File: src/hw/rtl/lsps_pkg.sv
`default_nettype none

package lsps_pkg;

  // Level table and machine size
  localparam int MAX_LEVELS = 64;
  localparam int MAX_NODES  = 64;

  localparam int LVL_W     = $clog2(MAX_LEVELS);
  localparam int LVL_CNT_W = LVL_W + 1;

  // Field widths
  localparam int NODE_W     = 7;
  localparam int OUT_NODE_W = 6;
  localparam int RUN_W      = 16;
  localparam int TIME_W     = 32;
  localparam int STATUS_W   = 2;

  // Configuration port
  localparam int CFG_IDX_W  = 1;
  localparam int CFG_DATA_W = 7;

  localparam logic [CFG_IDX_W-1:0] CFG_FIT_MODE   = 1'b0;
  localparam logic [CFG_IDX_W-1:0] CFG_NODE_TOTAL = 1'b1;

  localparam logic              FIT_MODE_RST   = 1'b1;
  localparam logic [NODE_W-1:0] NODE_TOTAL_RST = NODE_W'(64);
  localparam logic [NODE_W-1:0] MAX_NODES_C    = NODE_W'(MAX_NODES);

  // Result status codes
  localparam logic [STATUS_W-1:0] ST_PLACED = 2'd0;
  localparam logic [STATUS_W-1:0] ST_WIDE   = 2'd1;
  localparam logic [STATUS_W-1:0] ST_FULL   = 2'd2;

  // Queue between front and back
  localparam int QUEUE_DEPTH = 2;
  localparam int QPTR_W      = $clog2(QUEUE_DEPTH);
  localparam int QCNT_W      = QPTR_W + 1;

  // One classified item
  typedef struct packed {
    logic [NODE_W-1:0] need;
    logic [RUN_W-1:0]  run;
    logic              batch;
    logic              too_wide;
    logic              fit_mode;
    logic [NODE_W-1:0] width;
  } task_t;

  function automatic logic [TIME_W-1:0] sat_add(input logic [TIME_W-1:0] a,
                                                input logic [RUN_W-1:0]  b);
    logic [TIME_W:0] s;
    s = {1'b0, a} + {{(TIME_W - RUN_W + 1){1'b0}}, b};
    return s[TIME_W] ? {TIME_W{1'b1}} : s[TIME_W-1:0];
  endfunction

endpackage

`default_nettype wire

File: src/hw/rtl/lsps_front.sv
`default_nettype none

module lsps_front (
  input  wire logic                           clk,
  input  wire logic                           rst_n,
  input  wire logic                           start,
  input  wire logic [lsps_pkg::NODE_W-1:0]    in_node_count,
  input  wire logic [lsps_pkg::RUN_W-1:0]     in_run_time,
  input  wire logic                           in_new_batch,
  input  wire logic                           cfg_we,
  input  wire logic [lsps_pkg::CFG_IDX_W-1:0] cfg_index,
  input  wire logic [lsps_pkg::CFG_DATA_W-1:0] cfg_wdata,
  input  wire logic                           q_full,
  output logic                                q_push,
  output lsps_pkg::task_t                     q_data
);

  logic                          fit_mode_r;
  logic [lsps_pkg::NODE_W-1:0]   node_total_r;
  logic [lsps_pkg::NODE_W-1:0]   width;

  always_ff @(posedge clk) begin
    if (!rst_n) begin
      fit_mode_r   <= lsps_pkg::FIT_MODE_RST;
      node_total_r <= lsps_pkg::NODE_TOTAL_RST;
    end else if (cfg_we) begin
      unique case (cfg_index)
        lsps_pkg::CFG_FIT_MODE:   fit_mode_r   <= cfg_wdata[0];
        lsps_pkg::CFG_NODE_TOTAL: node_total_r <= cfg_wdata[lsps_pkg::NODE_W-1:0];
        default: ;
      endcase
    end
  end

  // Machine width, clamped to the physical node count
  assign width = (node_total_r > lsps_pkg::MAX_NODES_C) ? lsps_pkg::MAX_NODES_C
                                                         : node_total_r;

  assign q_push = start && !q_full;

  always_comb begin
    q_data.need     = in_node_count;
    q_data.run      = in_run_time;
    q_data.batch    = in_new_batch;
    q_data.too_wide = in_node_count > width;
    q_data.fit_mode = fit_mode_r;
    q_data.width    = width;
  end

endmodule

`default_nettype wire

File: src/hw/rtl/lsps_queue.sv
`default_nettype none

module lsps_queue (
  input  wire logic             clk,
  input  wire logic             rst_n,
  input  wire logic             push,
  input  wire lsps_pkg::task_t  push_data,
  input  wire logic             pop,
  output lsps_pkg::task_t       pop_data,
  output logic                  full,
  output logic                  empty
);

  lsps_pkg::task_t                 slot_r [lsps_pkg::QUEUE_DEPTH];
  logic [lsps_pkg::QPTR_W-1:0]     wr_ptr_r;
  logic [lsps_pkg::QPTR_W-1:0]     rd_ptr_r;
  logic [lsps_pkg::QCNT_W-1:0]     count_r;
  logic                            do_pop;

  assign full     = count_r == lsps_pkg::QCNT_W'(lsps_pkg::QUEUE_DEPTH);
  assign empty    = count_r == '0;
  assign do_pop   = pop && !empty;
  assign pop_data = slot_r[rd_ptr_r];

  always_ff @(posedge clk) begin
    if (push) begin
      slot_r[wr_ptr_r] <= push_data;
    end
  end

  always_ff @(posedge clk) begin
    if (!rst_n) begin
      wr_ptr_r <= '0;
      rd_ptr_r <= '0;
      count_r  <= '0;
    end else begin
      if (push) begin
        wr_ptr_r <= wr_ptr_r + 1'b1;
      end
      if (do_pop) begin
        rd_ptr_r <= rd_ptr_r + 1'b1;
      end
      if (push && !do_pop) begin
        count_r <= count_r + 1'b1;
      end else if (!push && do_pop) begin
        count_r <= count_r - 1'b1;
      end
    end
  end

  a_no_push_full: assert property (@(posedge clk) disable iff (!rst_n) push |-> !full)
    else $error("push into full queue");

endmodule

`default_nettype wire

File: src/hw/rtl/lsps_back.sv
`default_nettype none

module lsps_back (
  input  wire logic                                clk,
  input  wire logic                                rst_n,
  input  wire logic                                q_empty,
  input  wire lsps_pkg::task_t                     q_data,
  output logic                                     q_pop,
  output logic                                     out_strobe,
  output logic [lsps_pkg::TIME_W-1:0]              out_start_time,
  output logic [lsps_pkg::TIME_W-1:0]              out_end_time,
  output logic [lsps_pkg::OUT_NODE_W-1:0]          out_first_node,
  output logic [lsps_pkg::OUT_NODE_W-1:0]          out_last_node,
  output logic [lsps_pkg::TIME_W-1:0]              out_makespan,
  output logic [lsps_pkg::STATUS_W-1:0]            out_status
);

  localparam logic [2:0] S_IDLE  = 3'd0;
  localparam logic [2:0] S_DISP  = 3'd1;
  localparam logic [2:0] S_READ  = 3'd2;
  localparam logic [2:0] S_CHECK = 3'd3;
  localparam logic [2:0] S_OPEN  = 3'd4;

  localparam logic [lsps_pkg::LVL_CNT_W-1:0] LVL_FULL =
    lsps_pkg::LVL_CNT_W'(lsps_pkg::MAX_LEVELS);

  // Level table
  logic [lsps_pkg::TIME_W-1:0] start_mem [lsps_pkg::MAX_LEVELS];
  logic [lsps_pkg::NODE_W-1:0] free_mem  [lsps_pkg::MAX_LEVELS];
  logic [lsps_pkg::TIME_W-1:0] rd_start_r;
  logic [lsps_pkg::NODE_W-1:0] rd_free_r;

  logic [2:0]                      state_r, state_nxt;
  lsps_pkg::task_t                 ent_r;
  logic [lsps_pkg::LVL_W-1:0]      idx_r, idx_nxt;
  logic [lsps_pkg::LVL_CNT_W-1:0]  used_r, used_nxt;
  logic [lsps_pkg::TIME_W-1:0]     height_r, height_nxt;

  logic                            mem_we;
  logic [lsps_pkg::LVL_W-1:0]      mem_wa;
  logic [lsps_pkg::TIME_W-1:0]     mem_wstart;
  logic [lsps_pkg::NODE_W-1:0]     mem_wfree;

  logic                            out_load;
  logic [lsps_pkg::TIME_W-1:0]     o_start, o_end, o_span;
  logic [lsps_pkg::NODE_W-1:0]     o_first, o_last;
  logic [lsps_pkg::STATUS_W-1:0]   o_status;

  logic [lsps_pkg::NODE_W-1:0]     free_clamp;
  logic [lsps_pkg::NODE_W-1:0]     first_fit;
  logic [lsps_pkg::LVL_CNT_W-1:0]  idx_inc;
  logic [lsps_pkg::TIME_W-1:0]     height_add;
  logic [lsps_pkg::TIME_W-1:0]     rd_end;

  logic                            out_strobe_r;
  logic [lsps_pkg::TIME_W-1:0]     out_start_r, out_end_r, out_span_r;
  logic [lsps_pkg::NODE_W-1:0]     out_first_r, out_last_r;
  logic [lsps_pkg::STATUS_W-1:0]   out_status_r;

  assign free_clamp = (rd_free_r > ent_r.width) ? ent_r.width : rd_free_r;
  assign first_fit  = ent_r.width - free_clamp;
  assign idx_inc    = {1'b0, idx_r} + 1'b1;
  assign height_add = lsps_pkg::sat_add(height_r, ent_r.run);
  assign rd_end     = lsps_pkg::sat_add(rd_start_r, ent_r.run);

  always_comb begin
    state_nxt  = state_r;
    idx_nxt    = idx_r;
    used_nxt   = used_r;
    height_nxt = height_r;
    q_pop      = 1'b0;
    mem_we     = 1'b0;
    mem_wa     = idx_r;
    mem_wstart = rd_start_r;
    mem_wfree  = free_clamp - ent_r.need;
    out_load   = 1'b0;
    o_start    = '0;
    o_end      = '0;
    o_first    = '0;
    o_last     = '0;
    o_span     = height_r;
    o_status   = lsps_pkg::ST_PLACED;

    unique case (state_r)
      S_IDLE: begin
        if (!q_empty) begin
          q_pop     = 1'b1;
          state_nxt = S_DISP;
          if (q_data.batch) begin
            used_nxt   = '0;
            height_nxt = '0;
          end
        end
      end

      S_DISP: begin
        if (ent_r.too_wide) begin
          out_load  = 1'b1;
          o_status  = lsps_pkg::ST_WIDE;
          state_nxt = S_IDLE;
        end else if (used_r == '0) begin
          state_nxt = S_OPEN;
        end else begin
          idx_nxt   = ent_r.fit_mode ? '0 : lsps_pkg::LVL_W'(used_r - 1'b1);
          state_nxt = S_READ;
        end
      end

      // memory read in flight
      S_READ: state_nxt = S_CHECK;

      S_CHECK: begin
        if (free_clamp >= ent_r.need) begin
          mem_we    = 1'b1;
          out_load  = 1'b1;
          o_start   = rd_start_r;
          o_end     = rd_end;
          o_first   = first_fit;
          o_last    = (ent_r.need == '0) ? first_fit : first_fit + ent_r.need - 1'b1;
          state_nxt = S_IDLE;
        end else if (!ent_r.fit_mode || idx_inc == used_r) begin
          state_nxt = S_OPEN;
        end else begin
          idx_nxt   = idx_inc[lsps_pkg::LVL_W-1:0];
          state_nxt = S_READ;
        end
      end

      S_OPEN: begin
        out_load  = 1'b1;
        state_nxt = S_IDLE;
        if (used_r == LVL_FULL) begin
          o_status = lsps_pkg::ST_FULL;
        end else begin
          mem_we     = 1'b1;
          mem_wa     = used_r[lsps_pkg::LVL_W-1:0];
          mem_wstart = height_r;
          mem_wfree  = ent_r.width - ent_r.need;
          used_nxt   = used_r + 1'b1;
          height_nxt = height_add;
          o_start    = height_r;
          o_end      = height_add;
          o_last     = (ent_r.need == '0) ? '0 : ent_r.need - 1'b1;
          o_span     = height_add;
        end
      end

      default: state_nxt = S_IDLE;
    endcase
  end

  always_ff @(posedge clk) begin
    if (mem_we) begin
      start_mem[mem_wa] <= mem_wstart;
      free_mem[mem_wa]  <= mem_wfree;
    end
    rd_start_r <= start_mem[idx_r];
    rd_free_r  <= free_mem[idx_r];
  end

  always_ff @(posedge clk) begin
    if (!rst_n) begin
      state_r      <= S_IDLE;
      used_r       <= '0;
      height_r     <= '0;
      out_strobe_r <= 1'b0;
    end else begin
      state_r      <= state_nxt;
      used_r       <= used_nxt;
      height_r     <= height_nxt;
      out_strobe_r <= out_load;
    end
  end

  always_ff @(posedge clk) begin
    idx_r <= idx_nxt;
    if (q_pop) begin
      ent_r <= q_data;
    end
    if (out_load) begin
      out_start_r  <= o_start;
      out_end_r    <= o_end;
      out_first_r  <= o_first;
      out_last_r   <= o_last;
      out_span_r   <= o_span;
      out_status_r <= o_status;
    end
  end

  assign out_strobe     = out_strobe_r;
  assign out_start_time = out_start_r;
  assign out_end_time   = out_end_r;
  assign out_first_node = out_first_r[lsps_pkg::OUT_NODE_W-1:0];
  assign out_last_node  = out_last_r[lsps_pkg::OUT_NODE_W-1:0];
  assign out_makespan   = out_span_r;
  assign out_status     = out_status_r;

  a_strobe_pulse: assert property (@(posedge clk) disable iff (!rst_n)
    out_strobe_r |=> !out_strobe_r)
    else $error("result strobe held two cycles");

  a_used_bound: assert property (@(posedge clk) disable iff (!rst_n)
    used_r <= LVL_FULL)
    else $error("level count beyond table size");

  a_reject_zero: assert property (@(posedge clk) disable iff (!rst_n)
    (out_strobe_r && out_status_r != lsps_pkg::ST_PLACED) |->
      (out_start_r == '0 && out_end_r == '0))
    else $error("rejected item carries nonzero times");

endmodule

`default_nettype wire

File: src/hw/rtl/level_strip_packing_scheduler.sv
`default_nettype none

// Channel   | Handshake            | Payload
// ----------+----------------------+--------------------------------------------
// input     | start / busy         | in_node_count, in_run_time, in_new_batch
// result    | out_strobe (1 cycle) | out_start_time, out_end_time, out_first_node,
//           |                      | out_last_node, out_makespan, out_status
// config    | cfg_we               | cfg_index, cfg_wdata
//
// An item is taken when start is high and busy is low; busy is high only while
// the two-entry item queue is full. Each item gives one result, held for one cycle.
// Back end: a too-wide item is rejected in DISP; otherwise each level examined is
// a READ then a CHECK state (one level-table read), and OPEN adds a new level.
// One item is finished before the next is popped from the queue.
// Synchronous rst_n clears the queue, level count and makespan; config gets defaults.
// The result side cannot stall; results leave in arrival order.

module level_strip_packing_scheduler (
  input  wire logic                              clk,
  input  wire logic                              rst_n,
  input  wire logic                              start,
  output logic                                   busy,
  input  wire logic [lsps_pkg::NODE_W-1:0]       in_node_count,
  input  wire logic [lsps_pkg::RUN_W-1:0]        in_run_time,
  input  wire logic                              in_new_batch,
  input  wire logic                              cfg_we,
  input  wire logic [lsps_pkg::CFG_IDX_W-1:0]    cfg_index,
  input  wire logic [lsps_pkg::CFG_DATA_W-1:0]   cfg_wdata,
  output logic                                   out_strobe,
  output logic [lsps_pkg::TIME_W-1:0]            out_start_time,
  output logic [lsps_pkg::TIME_W-1:0]            out_end_time,
  output logic [lsps_pkg::OUT_NODE_W-1:0]        out_first_node,
  output logic [lsps_pkg::OUT_NODE_W-1:0]        out_last_node,
  output logic [lsps_pkg::TIME_W-1:0]            out_makespan,
  output logic [lsps_pkg::STATUS_W-1:0]          out_status
);

  logic            q_push;
  logic            q_pop;
  logic            q_full;
  logic            q_empty;
  lsps_pkg::task_t q_in;
  lsps_pkg::task_t q_out;

  assign busy = q_full;

  // Front: config registers, width clamp, too-wide check
  lsps_front u_front (
    .clk           (clk),
    .rst_n         (rst_n),
    .start         (start),
    .in_node_count (in_node_count),
    .in_run_time   (in_run_time),
    .in_new_batch  (in_new_batch),
    .cfg_we        (cfg_we),
    .cfg_index     (cfg_index),
    .cfg_wdata     (cfg_wdata),
    .q_full        (q_full),
    .q_push        (q_push),
    .q_data        (q_in)
  );

  // Classified items wait here while the back end walks the level table
  lsps_queue u_queue (
    .clk       (clk),
    .rst_n     (rst_n),
    .push      (q_push),
    .push_data (q_in),
    .pop       (q_pop),
    .pop_data  (q_out),
    .full      (q_full),
    .empty     (q_empty)
  );

  // Back: level table, fit search, level open, result register
  lsps_back u_back (
    .clk            (clk),
    .rst_n          (rst_n),
    .q_empty        (q_empty),
    .q_data         (q_out),
    .q_pop          (q_pop),
    .out_strobe     (out_strobe),
    .out_start_time (out_start_time),
    .out_end_time   (out_end_time),
    .out_first_node (out_first_node),
    .out_last_node  (out_last_node),
    .out_makespan   (out_makespan),
    .out_status     (out_status)
  );

endmodule

`default_nettype wire

File: config.mk
export PLATFORM = sky130hd
export DESIGN_NAME = level_strip_packing_scheduler
export DESIGN_NICKNAME = d
export VERILOG_FILES = /design/src/hw/rtl/lsps_pkg.sv /design/src/hw/rtl/lsps_front.sv /design/src/hw/rtl/lsps_queue.sv /design/src/hw/rtl/lsps_back.sv /design/src/hw/rtl/level_strip_packing_scheduler.sv
export SDC_FILE = /design/constraint.sdc
export NUM_CORES = 2
export LEC_CHECK = 0
export BUFFER_PORTS_ARGS = -buffer_cell sky130_fd_sc_hd__buf_2
export CAP_MARGIN = 40
export CORE_MARGIN = 3
export CORE_UTILIZATION = 40
export DETAILED_ROUTE_END_ITERATION = 7
export GPL_ROUTABILITY_DRIVEN = 0
export PLACE_DENSITY = 0.67
export SLEW_MARGIN = 20
export SYNTH_ARGS = -nofsm -noshare
export SYNTH_HDL_FRONTEND = slang
export SYNTH_SLANG_ARGS = --single-unit
File: constraint.sdc
create_clock -name clk -period 7.7 [get_ports clk]
set_input_delay 0.77 -clock clk [delete_from_list [all_inputs] [get_ports clk]]
set_output_delay 0.77 -clock clk [all_outputs]
set_load 0.1 [all_outputs]
* Word-level counts from Yosys, hierarchy flattened
Memories as Yosys holds them, arrays and structs flattened. A register that Yosys moved wholly into a read port is not among the register bits. Index checks and enable logic that the tools add are counted.
Operators by class: reduce and logical (&&, ||, !) cells 23, bitwise logic cells 1, eq/ne operators 14, $lt $le $gt $ge 4, $add $sub $neg 15, mux-type cells 60
Operator list (count):
- $mux 32 | 12
- $pmux 32 s2 | 3
- $add 32x16->33 | 2
- $mux 6 | 11
- $mux 7 | 7
- $pmux 6 s2 | 2
- $sub 6x1->6 const B | 3
- $mux 3 | 5
- $gt 7x7->1 | 2
- $logic_not 7->1 | 2
- $pmux 7 s2 | 1
- $sub 7x7->7 | 2
- $mux 1 | 12
- $ne 2x2->1 const B | 6
- $pmux 3 s4 | 1
- $add 6x1->7 const B | 1
- $add 7x1->7 const B | 1
- $eq 7x7->1 | 1
- $eq 7x7->1 const B | 1
- $ge 7x7->1 | 1
- $gt 7x7->1 const B | 1
- $add 6x6->6 | 1
- $eq 3x2->1 const B | 2
- $mux 2 | 3
- other kinds (22) | 34
Storage, ports and cells: register bits after elaboration 203, logic and storage cells 141, output and inout bits 112, memories kept 3, input port bits 36, memory bits (writable) 2562
Memory list:
- u_back.start_mem | depth 64, width 32, read ports 1, clocked after memory_dff 1, write ports 1, RTL line lsps_back.sv:28 | logic [lsps_pkg::TIME_W-1:0] start_mem [lsps_pkg::MAX_LEVELS];
- u_back.free_mem | depth 64, width 7, read ports 1, clocked after memory_dff 1, write ports 1, RTL line lsps_back.sv:29 | logic [lsps_pkg::NODE_W-1:0] free_mem [lsps_pkg::MAX_LEVELS];
- u_queue.slot_r | depth 2, width 33, read ports 1, clocked after memory_dff 1, write ports 1, RTL line lsps_queue.sv:14 | lsps_pkg::task_t slot_r [lsps_pkg::QUEUE_DEPTH];

* Logic depth before layout (Yosys ltp)
depth in word-level cells 8, depth in mapped cells 22, mapped depth without buffers 21

* Cells and area by module
A second synthesis with hierarchy kept.
Second synthesis, totals: cells, all modules 5159, area total of the unflattened synthesis 110634.9 um^2
By module, submodules not included:
- lsps_back | area each 107317.9 um^2, cells an instance 4942, instances 1, seq. area each 81037.7 um^2
- lsps_queue | area each 2591.2 um^2, cells an instance 125, instances 1, seq. area each 2082.0 um^2
- lsps_front | area each 725.7 um^2, cells an instance 92, instances 1, seq. area each 160.2 um^2

* Worst setup path after synthesis
Ideal clock, no wire load.
path kind reg2reg, from register u_back.ent_r[1] (netlist name), to register u_back.out_end_r (netlist bit u_back.out_end_time[0]) (enable), data arrival time 6.173 ns, required time 6.429 ns, stages on the path, launching flop included 18, library setup time 1.271 ns, path buffers 2, period minus slack after synthesis 7.444 ns, slack 0.256 ns, path through edfxtp_1 inv_1 ha_1 nor2b_1 o21ai_0 a21oi_1 o31ai_1 clkbuf_1 nand2_1 o21ai_0 ha_1 nor2b_1 o21ai_0 a21boi_0 o31a_1 o221ai_2 clkbuf_1 nand3_1
On the way: cells in the longest elaborated chain, start to end 5
Ends and longest elaborated chain:
- from (decl) | RTL line lsps_back.sv:34 | lsps_pkg::task_t ent_r;
- from (signal assigned) | RTL line lsps_back.sv:178 | ent_r <= q_data;
- $gt 7x7->1 | RTL line lsps_back.sv:60 | assign free_clamp = (rd_free_r > ent_r.width) ? ent_r.width : rd_free_r;
- $mux 7 (*) | RTL line lsps_back.sv:60
- $ge 7x7->1 (*) | RTL line lsps_back.sv:113 | if (free_clamp >= ent_r.need) begin
- $mux 1 (*) | RTL line lsps_back.sv:113
- $pmux 1 s3 (*) | RTL line lsps_back.sv:84 | unique case (state_r)
- named net u_back.out_load | RTL line lsps_back.sv:44 | logic out_load;
- to (signal assigned) | RTL line lsps_back.sv:182 | out_end_r <= o_end;
- to (decl) | RTL line lsps_back.sv:56 | logic [lsps_pkg::TIME_W-1:0] out_start_r, out_end_r, out_span_r;
The timed path passes the listed nets; every way through them passes the cells marked *. A chain may end at the register's enable or synchronous reset.

* Final worst setup path
from register u_back.ent_r[1] (netlist name), to memory u_back.start_mem[23][13] (netlist name) (enable)
On the way: cells in the longest elaborated chain, start to end 7
Ends and longest elaborated chain:
- $gt 7x7->1 | RTL line lsps_back.sv:60
- $mux 7 (*) | RTL line lsps_back.sv:60
- $ge 7x7->1 (*) | RTL line lsps_back.sv:113
- $mux 1 (*) | RTL line lsps_back.sv:113
- $pmux 1 s2 (*) | RTL line lsps_back.sv:84
- $mux 1 (*) | RTL line lsps_back.sv:153 | if (mem_we) begin
- $mux 1 (implied by the code) (*) | RTL line lsps_back.sv:154 | start_mem[mem_wa] <= mem_wstart;
- to (decl) | RTL line lsps_back.sv:28
Every way passes the cells marked *; elsewhere a longest branch is shown, timed or not.

==> reports/metrics.cfg <==
[synthesis]
syn_inst = 5119
synth_largest_area_cell = edfxtp_1
netlist_area_mm2 = 0.110
yosysMostFrequentCell = edfxtp_1
synth_common_cells = 2,710 x edfxtp_1, 819 x mux4_2, 303 x nand2_1
synth_cell_types = 80
synth_top_area_share_pct = 73.8
synth_warnings = 0
ys.flop_type = edfxtp_1
synth_seq_cells = 2805
async_flop_share_pct = 0
synth_area_leaders = edfxtp_1 74%, mux4_2 17%, dfxtp_1 1.7%
synth_edf_count = 2710
ys_seq_area_share_pct = 75.5
syn-mean-instance-area_um2 = 21.5
syn-num-nets = 5239

[sta]
rsz0062_at_grt = no
min_period_ns = 6.46
period_share_pct = 83.9
tightest_slew_ns = 1.10
fmax_ghz = 0.155
skew_ns = 0.0541
setup_viol = 0
fin_setup_tns_ns = 0
whs_ns = 0.121
finalHoldViolations = 0
drv_slew = 0
relSlewSlack_pct = 26.5

[floorplanning]
rows = 192
dieArea_mm2 = 0.282
die_w_um = 531
dieHeight_um = 531
pin_count = 148
start_util_pct = 40.2
core_mm2 = 0.274

[critical_path]
path_cells = inv_1 > ha_1 > nor2b_1 > o21ai_0 > a21oi_1 > o31ai_1 > clkbuf_2 > buf_4 > o21ai_0 > ha_1 > nor2b_1 > o21ai_0 > a21boi_0 > o31a_1 > o221a_2 > a32o_1 > nand2_1 > nor2_4 > buf_12
critPathMaxStageDelay_ns = 0.73
crit_buf_inv = 4
critPathKind = reg2reg
crit_path_top_delay_cell = nor2_4
worstPathMaxFanout = 23
critPathArrivalTime_ns = 6.99
critPathTopFamily = compound AO/OA/AOI/OAI gates
end_kind = register
cpMostUsedCell = o21ai_0
critical_path_required_ns = 8.24
cp-start-kind = register

[grt]
grt-ovfl-total = 0
grt_max_degree = 145
busiest_layer = met1
grt_pass1_vias = 53300
grt_first_pass_wirelength_mm = 413
grtUsageMet3_pct = 5.24
grt_use_total_pct = 20.4
antenna_found_initial = 34
use_met2_pct = 29.9
grt_use_met1_pct = 30.3

[cts]
numCtsBuffers = 287
postCtsHoldBufs = 0
clock_path_buffers = 4
insertion_delay_ns = 0.87
clkTransAtPathRegs_ns = 0.06
ctsHtreeMaxLevel = 5
postCtsSetupBuffers = 0
post_cts_resized = 0
cts_tree = built
cts.sinks = 2805
root_buffer = clkbuf_16

[power]
internal_power_mw = 27.9
power.share.clock_pct = 34.5
power.leakage_nw = 40.3
swShare_pct = 28.0
p_comb_share_pct = 16.4
peakVddDrop_uv = 1070
power_switching_mw = 10.8
power_density_mw_per_mm2 = 306
power_frac_seq_pct = 49.1

[routing]
routedWlPerCell_um = 30.9
vias = 55200
first_pass_iters = 5
drc_errors = 0
antenna_left = 0
vias_per_cell = 5.86
drt-total-wl_mm = 291
drt-initial-drc-count = 8351

[run_status]
outcome = finished clean

[placed_design]
port_buffers = 147
dpl.hpwl_mm = 184

[cells_and_area]
synthToLayoutAreaGrowth_pct = 14.8
fin_nets = 5620
post-route-util_pct = 46.2
final_layout_size_suffix_gt1_share_pct = 29.8

[hold_path]
hold_class = in2reg

[flow_run]
max-cap-violations = 0

## state kept, by name (all words and copies together) (netlist names), 6 cells and up, named ones only
signal / count
u_back.out_end_time: 32
u_back.out_start_time: 32
u_back.rd_start_r: 32
u_back.ent_r: 32
u_back.height_r: 32
u_back.idx_r: 6
u_back.out_makespan: 32
u_back.out_last_r: 6
u_queue.slot_r: 66
u_back.used_r: 7
u_back.rd_free_r: 7
u_back.start_mem: 2048
u_front.node_total_r: 7
u_back.free_mem: 448
u_back.out_first_r: 6
## logic make-up after synthesis
group                    share of synthesized area, %
flip-flops                                       75.5
multiplexers                                     17.2
AND/OR/NAND/NOR                                  2.50
AO/OA/AOI/OAI                                    1.90
buffers and inverters                            1.31
adder cells (fa/ha/maj)                         0.994
XOR/XNOR                                        0.564
## metrics by stage
stage	cells	instance area (um2)	total power, mW	worst slack [ns]
floorplan	5119	110000	23.2	0.256
global placement	8864	117000	25.4	1.09
detailed placement	8879	117000	25.5	1.09
CTS	9386	126000	38.8	1.08
global route	9405	127000	39.9	0.838
finish	9413	127000	38.7	1.24
## placed cells by master, fill, tap and decap left out, types with 12 or more instances in the layout
| cell | instances |
|---|---|
| edfxtp_1 | 2710 |
| mux4_2 | 819 |
| nand2_1 | 299 |
| clkbuf_16 | 295 |
| buf_2 | 148 |
| buf_4 | 144 |
| a21oi_1 | 97 |
| dfxtp_1 | 95 |
| o21ai_0 | 87 |
| ha_1 | 78 |
| inv_1 | 71 |
| nor2_1 | 71 |
| clkinv_1 | 66 |
| nor2_4 | 65 |
| clkbuf_1 | 57 |
| nand3_1 | 46 |
| xnor2_1 | 44 |
| clkinv_2 | 41 |
| mux2_2 | 39 |
| buf_12 | 36 |
| xor2_1 | 27 |
| and3_1 | 24 |
| nor3_1 | 22 |
| buf_16 | 21 |
| bufinv_16 | 17 |
| a21o_1 | 16 |
| nand2b_1 | 15 |
| o31ai_1 | 15 |
| nand4_1 | 14 |
| nor2b_1 | 13 |
| a31oi_1 | 13 |
| o22ai_1 | 12 |
| o21ai_4 | 12 |
## power groups by stage
stage | Sequential, mW | Combinational, mW | Clock (mW)
3_5_place_dp | 19.3 | 6.20 | 0
5_1_grt | 19.0 | 6.75 | 14.2
2_1_floorplan | 20.4 | 2.82 | 0
3_3_place_gp | 19.3 | 6.04 | 0
6_report | 19.0 | 6.34 | 13.4
4_1_cts | 19.0 | 6.23 | 13.6
## cell type report
class	count	area (um2)
flip-flops and latches	2805	83300
clock inverters	148	1270
repair buffers	353	3170
fillers	22200	148000
multi-input cells	1982	26300
clock buffers	359	7690
well taps	3686	4610
diodes	9	22.5
inverters	71	267
## layer usage
metal	wire (um)	part of all wire (%)
met1	118000	41
met2	130000	45
met3	33900	12
met4	8800	3.0
met5	106	0.036
## path summary, 6_finish.rpt
kind	to	from	cells after the start	slack [ns]
worst max-delay path	u_back.start_mem[23][13]	u_back.ent_r[1]	19	1.24
worst min-delay path	u_queue.slot_r[1][23]	in_run_time[13]	1	0.12
worst max register to register	u_back.start_mem[23][13]	u_back.ent_r[1]	19	1.24
worst min register to register	u_front.node_total_r[0]	u_front.node_total_r[0]	2	0.46
Note: power is estimated with default switching activity, not from simulation.
